`src/rtl/lba_pkg.sv`:
```
package lba_pkg;

    // Fixed-point accumulator: channel sums in units of 1/65536
    localparam int AccW = 27;
    typedef logic signed [AccW-1:0] acc_t;

    localparam int FracW     = 16;
    localparam int PipeDepth = 5;
    localparam int DepthW    = $clog2(PipeDepth + 1);

    localparam acc_t OneHalf       = acc_t'(32768);
    localparam acc_t ChromaBiasFix = acc_t'(128 * 65536);
    localparam logic [8:0] ChromaBias = 9'd128;

    // Forward coefficients (x65536)
    localparam acc_t CoefYR  = acc_t'(19595);
    localparam acc_t CoefYG  = acc_t'(38470);
    localparam acc_t CoefYB  = acc_t'(7471);
    localparam acc_t CoefCbR = acc_t'(-11058);
    localparam acc_t CoefCbG = acc_t'(-21710);
    localparam acc_t CoefCbB = acc_t'(32768);
    localparam acc_t CoefCrR = acc_t'(32768);
    localparam acc_t CoefCrG = acc_t'(-27439);
    localparam acc_t CoefCrB = acc_t'(-5329);

    // Inverse coefficients (x65536), applied to chroma minus 128
    localparam acc_t CoefRCr = acc_t'(91881);
    localparam acc_t CoefGCb = acc_t'(-22553);
    localparam acc_t CoefGCr = acc_t'(-46802);
    localparam acc_t CoefBCb = acc_t'(116130);

    typedef struct packed {
        logic [7:0] alpha;
        logic [7:0] red;
        logic [7:0] green;
        logic [7:0] blue;
    } pix_t;

    typedef struct packed {
        logic [7:0] alpha;
        acc_t       yr;
        acc_t       yg;
        acc_t       yb;
        acc_t       cbr;
        acc_t       cbg;
        acc_t       cbb;
        acc_t       crr;
        acc_t       crg;
        acc_t       crb;
    } fwd_prod_t;

    typedef struct packed {
        logic [7:0] alpha;
        logic [7:0] y;
        logic [7:0] cb;
        logic [7:0] cr;
    } ycc_t;

    typedef struct packed {
        logic [7:0] alpha;
        acc_t       yfix;
        acc_t       rcr;
        acc_t       gcb;
        acc_t       gcr;
        acc_t       bcb;
    } inv_prod_t;

    function automatic acc_t mul_u8(logic [7:0] v, acc_t c);
        acc_t x;
        x = acc_t'($signed({1'b0, v}));
        return x * c;
    endfunction

    function automatic acc_t mul_s9(logic signed [8:0] v, acc_t c);
        acc_t x;
        x = acc_t'(v);
        return x * c;
    endfunction

    // Half-up rounding of a 1/65536 sum to a byte, clamped to 0..255
    function automatic logic [7:0] round_clamp(acc_t s);
        acc_t v;
        v = s + OneHalf;
        if (v[AccW-1])
            return 8'd0;
        else if (v[AccW-2:FracW] > (AccW-1-FracW)'(255))
            return 8'hFF;
        else
            return v[FracW+7:FracW];
    endfunction

endpackage

```
`src/rtl/lba_in_if.sv`:
```
interface lba_in_if;
    logic       valid;
    logic       ready;
    logic [7:0] alpha_in;
    logic [7:0] red_in;
    logic [7:0] green_in;
    logic [7:0] blue_in;

    modport source (output valid, output alpha_in, output red_in, output green_in,
                    output blue_in, input ready);
    modport sink   (input valid, input alpha_in, input red_in, input green_in,
                    input blue_in, output ready);
endinterface

```
`src/rtl/lba_out_if.sv`:
```
interface lba_out_if;
    logic       valid;
    logic       ready;
    logic [7:0] alpha_out;
    logic [7:0] red_out;
    logic [7:0] green_out;
    logic [7:0] blue_out;

    modport source (output valid, output alpha_out, output red_out, output green_out,
                    output blue_out, input ready);
    modport sink   (input valid, input alpha_out, input red_out, input green_out,
                    input blue_out, output ready);
endinterface

```
`src/rtl/lba_cfg_if.sv`:
```
interface lba_cfg_if;
    logic              valid;
    logic              ready;
    logic signed [8:0] brightness_offset;

    modport source (output valid, output brightness_offset, input ready);
    modport sink   (input valid, input brightness_offset, output ready);
endinterface

```
`src/rtl/lba_rgb2ycc.sv`:
```
module lba_rgb2ycc
    import lba_pkg::*;
(
    input  logic      clk,
    input  logic      rst_n,
    input  logic      in_valid,
    output logic      in_ready,
    input  pix_t      in_data,
    output logic      out_valid,
    input  logic      out_ready,
    output ycc_t      out_data
);

    logic      s1_valid_reg;
    fwd_prod_t s1_data_reg;
    fwd_prod_t s1_data_next;
    logic      s2_valid_reg;
    ycc_t      s2_data_reg;
    ycc_t      s2_data_next;
    logic      s1_ready;
    logic      s2_ready;

    assign s2_ready = !s2_valid_reg || out_ready;
    assign s1_ready = !s1_valid_reg || s2_ready;
    assign in_ready = s1_ready;

    // stage 1: constant products
    always_comb
    begin
        s1_data_next.alpha = in_data.alpha;
        s1_data_next.yr    = mul_u8(in_data.red,   CoefYR);
        s1_data_next.yg    = mul_u8(in_data.green, CoefYG);
        s1_data_next.yb    = mul_u8(in_data.blue,  CoefYB);
        s1_data_next.cbr   = mul_u8(in_data.red,   CoefCbR);
        s1_data_next.cbg   = mul_u8(in_data.green, CoefCbG);
        s1_data_next.cbb   = mul_u8(in_data.blue,  CoefCbB);
        s1_data_next.crr   = mul_u8(in_data.red,   CoefCrR);
        s1_data_next.crg   = mul_u8(in_data.green, CoefCrG);
        s1_data_next.crb   = mul_u8(in_data.blue,  CoefCrB);
    end

    // stage 2: sum, round, clamp
    always_comb
    begin
        s2_data_next.alpha = s1_data_reg.alpha;
        s2_data_next.y     = round_clamp(s1_data_reg.yr + s1_data_reg.yg + s1_data_reg.yb);
        s2_data_next.cb    = round_clamp(s1_data_reg.cbr + s1_data_reg.cbg
                                         + s1_data_reg.cbb + ChromaBiasFix);
        s2_data_next.cr    = round_clamp(s1_data_reg.crr + s1_data_reg.crg
                                         + s1_data_reg.crb + ChromaBiasFix);
    end

    always_ff @(posedge clk or negedge rst_n)
    begin
        if (!rst_n)
        begin
            s1_valid_reg <= 1'b0;
            s2_valid_reg <= 1'b0;
        end
        else
        begin
            if (s1_ready)
                s1_valid_reg <= in_valid;
            if (s2_ready)
                s2_valid_reg <= s1_valid_reg;
        end
    end

    always_ff @(posedge clk)
    begin
        if (s1_ready && in_valid)
            s1_data_reg <= s1_data_next;
        if (s2_ready && s1_valid_reg)
            s2_data_reg <= s2_data_next;
    end

    assign out_valid = s2_valid_reg;
    assign out_data  = s2_data_reg;

endmodule

```
`src/rtl/lba_luma_offset.sv`:
```
module lba_luma_offset
    import lba_pkg::*;
(
    input  logic              clk,
    input  logic              rst_n,
    input  logic signed [8:0] brightness_offset,
    input  logic              in_valid,
    output logic              in_ready,
    input  ycc_t              in_data,
    output logic              out_valid,
    input  logic              out_ready,
    output ycc_t              out_data
);

    logic              s3_valid_reg;
    ycc_t              s3_data_reg;
    ycc_t              s3_data_next;
    logic signed [9:0] y_sum;

    assign in_ready = !s3_valid_reg || out_ready;

    always_comb
    begin
        y_sum = $signed({2'b00, in_data.y}) + 10'(brightness_offset);
        s3_data_next = in_data;
        if (y_sum < 0)
            s3_data_next.y = 8'd0;
        else if (y_sum > 10'sd255)
            s3_data_next.y = 8'hFF;
        else
            s3_data_next.y = y_sum[7:0];
    end

    always_ff @(posedge clk or negedge rst_n)
    begin
        if (!rst_n)
            s3_valid_reg <= 1'b0;
        else if (in_ready)
            s3_valid_reg <= in_valid;
    end

    always_ff @(posedge clk)
    begin
        if (in_ready && in_valid)
            s3_data_reg <= s3_data_next;
    end

    assign out_valid = s3_valid_reg;
    assign out_data  = s3_data_reg;

endmodule

```
`src/rtl/lba_ycc2rgb.sv`:
```
module lba_ycc2rgb
    import lba_pkg::*;
(
    input  logic      clk,
    input  logic      rst_n,
    input  logic      in_valid,
    output logic      in_ready,
    input  ycc_t      in_data,
    output logic      out_valid,
    input  logic      out_ready,
    output pix_t      out_data
);

    logic              s4_valid_reg;
    inv_prod_t         s4_data_reg;
    inv_prod_t         s4_data_next;
    logic              s5_valid_reg;
    pix_t              s5_data_reg;
    pix_t              s5_data_next;
    logic              s4_ready;
    logic              s5_ready;
    logic signed [8:0] dcb;
    logic signed [8:0] dcr;

    assign s5_ready = !s5_valid_reg || out_ready;
    assign s4_ready = !s4_valid_reg || s5_ready;
    assign in_ready = s4_ready;

    // stage 4: centered chroma times inverse coefficients
    always_comb
    begin
        dcb = $signed({1'b0, in_data.cb} - ChromaBias);
        dcr = $signed({1'b0, in_data.cr} - ChromaBias);
        s4_data_next.alpha = in_data.alpha;
        s4_data_next.yfix  = acc_t'({in_data.y, 16'h0000});
        s4_data_next.rcr   = mul_s9(dcr, CoefRCr);
        s4_data_next.gcb   = mul_s9(dcb, CoefGCb);
        s4_data_next.gcr   = mul_s9(dcr, CoefGCr);
        s4_data_next.bcb   = mul_s9(dcb, CoefBCb);
    end

    // stage 5: sum, round, clamp into the output register
    always_comb
    begin
        s5_data_next.alpha = s4_data_reg.alpha;
        s5_data_next.red   = round_clamp(s4_data_reg.yfix + s4_data_reg.rcr);
        s5_data_next.green = round_clamp(s4_data_reg.yfix + s4_data_reg.gcb
                                         + s4_data_reg.gcr);
        s5_data_next.blue  = round_clamp(s4_data_reg.yfix + s4_data_reg.bcb);
    end

    always_ff @(posedge clk or negedge rst_n)
    begin
        if (!rst_n)
        begin
            s4_valid_reg <= 1'b0;
            s5_valid_reg <= 1'b0;
        end
        else
        begin
            if (s4_ready)
                s4_valid_reg <= in_valid;
            if (s5_ready)
                s5_valid_reg <= s4_valid_reg;
        end
    end

    always_ff @(posedge clk)
    begin
        if (s4_ready && in_valid)
            s4_data_reg <= s4_data_next;
        if (s5_ready && s4_valid_reg)
            s5_data_reg <= s5_data_next;
    end

    assign out_valid = s5_valid_reg;
    assign out_data  = s5_data_reg;

endmodule

```
`src/rtl/luma_brightness_adjust_unit.sv`:
```
// Luma brightness adjust: each ARGB pixel is converted to full-range BT.601
// YCbCr (16-bit fractional coefficients, half-up rounding, bytes clamped to
// 0..255), the signed brightness offset is added to Y with clamping, and the
// pixel is converted back to RGB with the same rounding and clamping. Alpha
// passes through untouched. Throughput is one pixel per clock while the
// result is not stalled, with no dependence between pixels; the result is
// registered through the five register stages (forward products, forward
// sums, luma offset, inverse products, inverse sums into the output
// register). Backpressure on the result stalls the pipe stage by stage, so
// bubbles are squeezed out and no pixel is lost or repeated.
// The offset register (reset 0) is written through the cfg channel, which is
// always ready; write it only while no pixel is in flight.
module luma_brightness_adjust_unit
    import lba_pkg::*;
(
    input  logic   clk,
    input  logic   rst_n,
    lba_in_if.sink   pixel,
    lba_out_if.source result,
    lba_cfg_if.sink  cfg
);

    // brightness offset register
    logic signed [8:0] offset_reg;

    // inter-stage handshakes
    logic in_ready;
    pix_t in_pix;
    logic fwd_valid;
    logic fwd_ready;
    ycc_t fwd_data;
    logic lum_valid;
    logic lum_ready;
    ycc_t lum_data;
    logic out_valid;
    pix_t out_pix;

    // cfg writes are registered into the offset register; channel never stalls
    assign cfg.ready = 1'b1;

    always_ff @(posedge clk or negedge rst_n)
    begin
        if (!rst_n)
            offset_reg <= '0;
        else if (cfg.valid)
            offset_reg <= cfg.brightness_offset;
    end

    assign in_pix.alpha = pixel.alpha_in;
    assign in_pix.red   = pixel.red_in;
    assign in_pix.green = pixel.green_in;
    assign in_pix.blue  = pixel.blue_in;
    assign pixel.ready  = in_ready;

    // stages 1-2: RGB to YCbCr
    lba_rgb2ycc u_rgb2ycc (
        .clk       (clk),
        .rst_n     (rst_n),
        .in_valid  (pixel.valid),
        .in_ready  (in_ready),
        .in_data   (in_pix),
        .out_valid (fwd_valid),
        .out_ready (fwd_ready),
        .out_data  (fwd_data)
    );

    // stage 3: add offset to Y
    lba_luma_offset u_luma_offset (
        .clk               (clk),
        .rst_n             (rst_n),
        .brightness_offset (offset_reg),
        .in_valid          (fwd_valid),
        .in_ready          (fwd_ready),
        .in_data           (fwd_data),
        .out_valid         (lum_valid),
        .out_ready         (lum_ready),
        .out_data          (lum_data)
    );

    // stages 4-5: YCbCr back to RGB, last stage is the output register
    lba_ycc2rgb u_ycc2rgb (
        .clk       (clk),
        .rst_n     (rst_n),
        .in_valid  (lum_valid),
        .in_ready  (lum_ready),
        .in_data   (lum_data),
        .out_valid (out_valid),
        .out_ready (result.ready),
        .out_data  (out_pix)
    );

    assign result.valid     = out_valid;
    assign result.alpha_out = out_pix.alpha;
    assign result.red_out   = out_pix.red;
    assign result.green_out = out_pix.green;
    assign result.blue_out  = out_pix.blue;

endmodule

```
`src/flat_wrapper.sv`:
```
// flat-port wrapper written by rule: the top's interface ports become plain ports
module luma_brightness_adjust_unit_flat import lba_pkg::*;
  (clk, rst_n, pixel_valid, pixel_alpha_in, pixel_red_in, pixel_green_in, pixel_blue_in, pixel_ready, result_valid, result_alpha_out, result_red_out, result_green_out, result_blue_out, result_ready, cfg_valid, cfg_brightness_offset, cfg_ready);
  lba_in_if pixel_i ();
  lba_out_if result_i ();
  lba_cfg_if cfg_i ();
  input  logic clk;
  input  logic rst_n;
  input wire logic [$bits(pixel_i.valid)-1:0] pixel_valid;
  input wire logic [$bits(pixel_i.alpha_in)-1:0] pixel_alpha_in;
  input wire logic [$bits(pixel_i.red_in)-1:0] pixel_red_in;
  input wire logic [$bits(pixel_i.green_in)-1:0] pixel_green_in;
  input wire logic [$bits(pixel_i.blue_in)-1:0] pixel_blue_in;
  output wire logic [$bits(pixel_i.ready)-1:0] pixel_ready;
  output wire logic [$bits(result_i.valid)-1:0] result_valid;
  output wire logic [$bits(result_i.alpha_out)-1:0] result_alpha_out;
  output wire logic [$bits(result_i.red_out)-1:0] result_red_out;
  output wire logic [$bits(result_i.green_out)-1:0] result_green_out;
  output wire logic [$bits(result_i.blue_out)-1:0] result_blue_out;
  input wire logic [$bits(result_i.ready)-1:0] result_ready;
  input wire logic [$bits(cfg_i.valid)-1:0] cfg_valid;
  input wire logic [$bits(cfg_i.brightness_offset)-1:0] cfg_brightness_offset;
  output wire logic [$bits(cfg_i.ready)-1:0] cfg_ready;
  assign pixel_i.valid = pixel_valid;
  assign pixel_i.alpha_in = pixel_alpha_in;
  assign pixel_i.red_in = pixel_red_in;
  assign pixel_i.green_in = pixel_green_in;
  assign pixel_i.blue_in = pixel_blue_in;
  assign pixel_ready = pixel_i.ready;
  assign result_valid = result_i.valid;
  assign result_alpha_out = result_i.alpha_out;
  assign result_red_out = result_i.red_out;
  assign result_green_out = result_i.green_out;
  assign result_blue_out = result_i.blue_out;
  assign result_i.ready = result_ready;
  assign cfg_i.valid = cfg_valid;
  assign cfg_i.brightness_offset = cfg_brightness_offset;
  assign cfg_ready = cfg_i.ready;
  luma_brightness_adjust_unit u_core (.clk(clk), .rst_n(rst_n), .pixel(pixel_i), .result(result_i), .cfg(cfg_i));
endmodule
```
`config.mk`:
```
export PLATFORM = sky130hd
export DESIGN_NAME = luma_brightness_adjust_unit_flat
export DESIGN_NICKNAME = d
export VERILOG_FILES = /design/src/rtl/lba_pkg.sv /design/src/rtl/lba_in_if.sv /design/src/rtl/lba_out_if.sv /design/src/rtl/lba_cfg_if.sv /design/src/rtl/lba_rgb2ycc.sv /design/src/rtl/lba_luma_offset.sv /design/src/rtl/lba_ycc2rgb.sv /design/src/rtl/luma_brightness_adjust_unit.sv /design/src/flat_wrapper.sv
export SDC_FILE = /design/constraint.sdc
export NUM_CORES = 2
export LEC_CHECK = 0
export ABC_AREA = 1
export BUFFER_PORTS_ARGS = -buffer_cell sky130_fd_sc_hd__buf_4
export CORE_ASPECT_RATIO = 2
export CORE_MARGIN = 10
export CORE_UTILIZATION = 55
export CTS_BUF_LIST = sky130_fd_sc_hd__clkbuf_8
export DETAILED_ROUTE_END_ITERATION = 12
export PLACE_DENSITY = 0.72
export SYNTH_ARGS = -nofsm -noshare
export SYNTH_HDL_FRONTEND = slang
export SYNTH_SLANG_ARGS = --single-unit
```
`constraint.sdc`:
```
create_clock -name clk -period 12.7 [get_ports clk]
set_clock_uncertainty 0.05 [all_clocks]
set_input_delay 0 -clock clk [delete_from_list [all_inputs] [get_ports clk]]
set_output_delay 0 -clock clk [all_outputs]
set_load 0.01 [all_outputs]
```
# ---- After elaboration in Yosys (flattened, before gate mapping)
# Cells that the tools add are included.
dict set report word_totals {
  elab_cells 96
  register_bits 442
}
dict set report op_classes {
  n_mul 11
  order_cmp 8
  reduce_logical 15
  muxes 7
  add_sub_neg 21
}
# operator n
set ops {}
lappend ops {{adder 27 x 17 -> 27 bit (second input constant)} 6}
lappend ops {{adder 27 bit} 5}
lappend ops {{adder 25 x 27 -> 27 bit} 3}
lappend ops {{multiplier 9 x 16 -> 25 bit (second input constant)} 3}
lappend ops {{> comparator 10 x 9 -> 1 bit (second input constant)} 7}
lappend ops {{two-way mux 8 bit} 7}
lappend ops {{adder 27 x 25 -> 27 bit (second input constant)} 2}
lappend ops {{multiplier 8 x 15 -> 23 bit (second input constant)} 2}
lappend ops {{multiplier 9 x 14 -> 23 bit (second input constant)} 2}
lappend ops {{adder 24 x 27 -> 27 bit} 1}
lappend ops {{adder 27 x 24 -> 27 bit} 1}
lappend ops {{multiplier 9 x 18 -> 27 bit (second input constant)} 1}
lappend ops {{multiplier 9 x 17 -> 26 bit (second input constant)} 1}
lappend ops {{multiplier 9 x 15 -> 24 bit (second input constant)} 1}
lappend ops {{multiplier 8 x 13 -> 21 bit (second input constant)} 1}
lappend ops {{subtractor 8 x 8 -> 9 bit (second input constant)} 2}
lappend ops {{adder 9 x 9 -> 10 bit} 1}
lappend ops {{< comparator 10 x 1 -> 1 bit (second input constant)} 1}
lappend ops {{logical AND 1 bit} 5}
lappend ops {{zero test 1 bit} 5}
lappend ops {{logical OR 1 bit} 5}

# ---- Logic depth before layout (Yosys ltp)
dict set report depth {
  depth_word 7
  ltp_mapped 21
  mapped_depth_nobuf 21
}

# ---- Cells and area by module
# Synthesis repeated with hierarchy kept, for this count alone.
dict set report hier_totals {
  hier_cells 5239
  hier_area_um2 46799.9
}
# mod cells_each instances seq_area_each_um2 area_per_inst_um2
set by_module_without_submodules {}
lappend by_module_without_submodules {lba_rgb2ycc 3169 1 6296.0 28020.6}
lappend by_module_without_submodules {lba_ycc2rgb 1875 1 3683.5 16814.9}
lappend by_module_without_submodules {lba_luma_offset 155 1 985.9 1611.5}
lappend by_module_without_submodules {luma_brightness_adjust_unit 40 1 225.2 352.8}

# ---- Worst setup path before layout
# OpenSTA, ideal clock, no wires.
dict set report synth_timing {
  path_type {register to register}
  from {reg u_core.u_ycc2rgb.s5_valid_reg, in the netlist u_core.u_ycc2rgb.out_valid}
  to {reg u_core.u_rgb2ycc.s1_data_reg[0] (netlist name), enable pin}
  arrival_time_ns 8.272
  setup_time_ns 0.718
  synth_period_minus_slack_ns 9.040
  path_stages_with_launch 12
  setup_slack_ns 3.660
  path_cell_list {dfrtp_1 -> inv_1 -> nor2_1 -> inv_1 -> nor2_1 -> inv_1 -> nor2_1 -> inv_1 -> nor2_1 -> inv_1 -> nor2_1 -> nor2_1}
}
dict set report synth_via {
  elab_chain_cells 7
}
# item line
set synth_lines {}
lappend synth_lines {{from (decl)} lba_ycc2rgb.sv:17} ;# logic s5_valid_reg;
lappend synth_lines {{from (signal assigned)} lba_ycc2rgb.sv:64} ;# s5_valid_reg <= s4_valid_reg;
lappend synth_lines {{zero test 1 bit} lba_ycc2rgb.sv:25} ;# assign s5_ready = !s5_valid_reg || out_ready;
lappend synth_lines {{logical OR 1 bit} lba_ycc2rgb.sv:25}
lappend synth_lines {{logical OR 1 bit} lba_ycc2rgb.sv:26} ;# assign s4_ready = !s4_valid_reg || s5_ready;
lappend synth_lines {{logical OR 1 bit} lba_luma_offset.sv:20} ;# assign in_ready = !s3_valid_reg || out_ready;
lappend synth_lines {{logical OR 1 bit} lba_rgb2ycc.sv:23} ;# assign s2_ready = !s2_valid_reg || out_ready;
lappend synth_lines {{logical OR 1 bit} lba_rgb2ycc.sv:24} ;# assign s1_ready = !s1_valid_reg || s2_ready;
lappend synth_lines {{logical AND 1 bit} lba_rgb2ycc.sv:71} ;# if (s1_ready && in_valid)
lappend synth_lines {{to (signal assigned)} lba_rgb2ycc.sv:72} ;# s1_data_reg <= s1_data_next;
lappend synth_lines {{to (decl)} lba_rgb2ycc.sv:15} ;# fwd_prod_t s1_data_reg;
# Every way passes these cells.
# A chain may end at the register's enable or synchronous reset.

==> run_results.csv <==
group,metric,value,unit
synth,synth_area_leaders,"ha_1 24%, edfxtp_1 23%, fa_1 17%",
global_routing,grt_pass1_wl,202000,um
synth,ys_ff_latch,375,
sta,hold_violations,0,
die,start_util,0.555,
sta,relSlewSlack,0.286,
sta,finalMaxSlewViolations,0,
global_routing,antenna_found_initial,4,
clock_tree,htreeDepth,2,
drt,wl,129000,um
die,dieArea,97300,sq um
synth,postSynthAreaPerCell,9.06,sq um
drt,ant_nets,0,
setup_path,worst_setup_path_end_kind,"register",
synth,syn_inst,5132,
synth,synthAdderAreaFrac,0.408,
layout,multi_input_area,31100,sq um
setup_path,cpMaxStageDelayCell,"fa_1",
placed_design,port_buffers,79,
synth,yosys.area_share.simple,0.134,
layout,fillerInstances,7465,
synth,yosysTopAreaCell,"ha_1",
sta,rsz0062_at_grt,"no",
sta,setup_violations,0,
setup_path,crit_arrival,5770,ps
clock_tree,clk_pin_slew,70,ps
setup_path,cpMostUsedCell,"inv_1",
layout,syn_to_final_growth,8.22,%
global_routing,grt_pass1_vias,38209,
drt,first_pass_iters,7,
sta,tns,0,ps
drt,vias,35190,
placed_design,gp_congestion,0.984,
setup_path,worstSetupStartpointType,"register",
drt,drc,0,
setup_path,r2r-end,"u_core.u_ycc2rgb.s4_data_reg[45]$_DFFE_PP_",
layout,largest_reg_flops,176,
setup_path,rrSetupSlack,7300,ps
run,maxCapViolations,0,
die,coreArea,83700,sq um
clock_tree,clk_latency,720,ps
placed_design,dp_hpwl,112000,um
setup_path,critical_path_required,13070,ps
clock_tree,clockBufferDepth,3,
drt,wl_per_cell,20.1,um
layout,fin_nets,6658,
clock_tree,cts_tree,"yes",
synth,seq_area_frac_synth,0.241,
synth,syn_nets,6455,
clock_tree,clockRootBuffer,"clkbuf_8",
drt,drt_iter0_drc,1430,
setup_path,critical_path.endpoint,"u_core.u_ycc2rgb.s4_data_reg[45]$_DFFE_PP_",
synth,synth_top_family_by_area,"adder cells",
outcome,status,"finished clean",
global_routing,grt-ovfl-total,0,
synth,syn_area,46500,sq um
setup_path,worstPathMaxFanout,14,
layout,final_cell_mix,"1,136 x inv_1, 879 x ha_1, 821 x nand2_1, 398 x fa_1, 361 x edfxtp_1",
sta,period_share,0.425,
synth,synthXorXnorAreaFrac,0.0446,
setup_path,worstSetupPathType,"register to register",
global_routing,grt_max_degree,82,
clock_tree,cts-buffers-inserted,56,
setup_path,max_stage_delay,560,ps
clock_tree,postCtsSetupBuffers,0,
sta,fmax,185,MHz
setup_path,startpoint,"u_core.u_luma_offset.out_data[7]$_DFFE_PP_",
die,ios,81,
synth,yosysWarnings,0,
synth,synth_compound_area_frac,0.0798,
sta,worst_pin_slew,1070,ps
clock_tree,cts.sinks,375,
sta,min_period,5400,ps
die,die_y,431,um
layout,layout-drive-gt1-share,0.0513,
layout,layout_commonest_cell,"inv_1",
setup_path,r2r-start,"u_core.u_luma_offset.out_data[7]$_DFFE_PP_",
synth,synth_top_area_frac,0.237,
global_routing,gr-usage-all-layers,0.272,
drt,via_per_inst,5.46,
die,fp-row-count,150,
die,die_width,226,um
layout,register_area,11200,sq um
setup_path,r2r_cells,20,
synth,synth_mux_area_frac,0.00194,
synth,ys_types,56,
setup_path,worstPathCellList,"buf_4 > inv_1 > ha_1 > inv_1 > ha_1 > inv_1 > fa_1 > inv_1 > fa_1 > inv_1 > fa_1 > inv_1 > ha_1 > a21oi_1 > o21ai_2 > a21boi_2 > o21ai_1 > nand3_1 > nand2_1 > xor2_1",
worst_hold_path,hold_path.class,"primary input to register",
==> critical path, delay by kind of cell (launching register included) <==
| family | cells | cell delay (ps) |
|---|---|---|
| compound gates | 4 | 790 |
| xor+xnor | 1 | 160 |
| fa+ha+maj | 6 | 2490 |
| buf+inv | 7 | 1140 |
| flops | 1 | 370 |
| simple gates | 2 | 150 |
==> timing repair <==
item	4_1_cts	5_1_grt
hold endpoints to repair	95	0
hold buffers	63	0
resized for setup	0	0
==> logic make-up (layout without fill, tap and decap cells) <==
family,count (synthesis),count (layout)
adder cells (fa/ha/maj),1277,1277
multiplexers,8,8
AO/OA/AOI/OAI,648,648
XOR/XNOR,235,235
other,1,5
buffers and inverters,1132,1382
AND/OR/NAND/NOR,1456,1456
flip-flops,375,375
==> routing by layer <==
layer	vias up	global-route usage	routed length [um]
met1	16814	0.233	40100
met4	0	0.233	13000
li1	17117	-	-
met3	446	0.0284	3580
met5	-	0	0
met2	813	0.540	72700
==> metrics by stage <==
stage / hold WS [ps] / worst slack, ps / instances / cell area, sq um / util
2_1_floorplan: -346 / 3660 / 5132 / 46500 / -
3_3_place_gp: -180 / 7410 / 6278 / 48500 / 0.579
3_5_place_dp: -173 / 7360 / 6278 / 48500 / 0.579
4_1_cts: 36.3 / 7330 / 6446 / 50300 / 0.601
5_1_grt: 65.9 / 7010 / 6450 / 50300 / 0.601
6_report: 71.5 / 7300 / 6450 / 50300 / 0.601
==> cells in the mapped netlist, drive strengths merged <==
| master | count |
|---|---|
| nand4 | 50 |
| o21bai | 41 |
| a21boi | 6 |
| o2111ai | 3 |
| a31oi | 8 |
| clkbuf | 1 |
| a211oi | 6 |
| fa | 398 |
| nand2 | 846 |
| edfxtp | 361 |
| mux2 | 8 |
| nor3 | 39 |
| dfrtp | 14 |
| o211ai | 3 |
| and3 | 2 |
| conb | 1 |
| or2 | 5 |
| o21ai | 147 |
| o211a | 1 |
| a21oi | 368 |
| nor2 | 276 |
| ha | 879 |
| o31ai | 13 |
| nor3b | 1 |
| nand3b | 9 |
| a21o | 32 |
| nor4 | 10 |
| clkinv | 1 |
| a22oi | 2 |
| nand3 | 196 |
| inv | 1128 |
| xor2 | 153 |
| buf | 2 |
| a211o | 2 |
| a221oi | 1 |
| o21a | 15 |
| xnor2 | 82 |
| nand2b | 1 |
| and2 | 21 |
==> how the worst min path moves through the flow <==
stage           startpoint                                        end  slack [ps]  cells after the start
3_5_place_dp         rst_n  u_core.u_rgb2ycc.s1_valid_reg$_DFFE_PN0N_        -170                      1
2_1_floorplan        rst_n           u_core.offset_reg[0]$_DFFE_PN0P_        -350                      0
5_1_grt        pixel_valid  u_core.u_rgb2ycc.s1_valid_reg$_DFFE_PN0N_          70                      4
4_1_cts        pixel_valid  u_core.u_rgb2ycc.s1_valid_reg$_DFFE_PN0N_          40                      4
6_report       pixel_valid  u_core.u_rgb2ycc.s1_valid_reg$_DFFE_PN0N_          70                      4
3_3_place_gp         rst_n     u_core.u_ycc2rgb.out_valid$_DFFE_PN0P_        -180                      1
==> layout make-up <==
cell class / count / share of cell area
multi-input cells: 3625 / 0.618
flip-flops and latches: 375 / 0.222
inverters: 1129 / 0.0842
well taps: 1064 / 0.0265
repair buffers: 148 / 0.0252
clock buffers: 58 / 0.0159
clock inverters: 47 / 0.00803
diodes: 4 / 0.000199
Power is not shown: default switching activity piles up to over one toggle a cycle in this logic, so the estimate is an artifact.
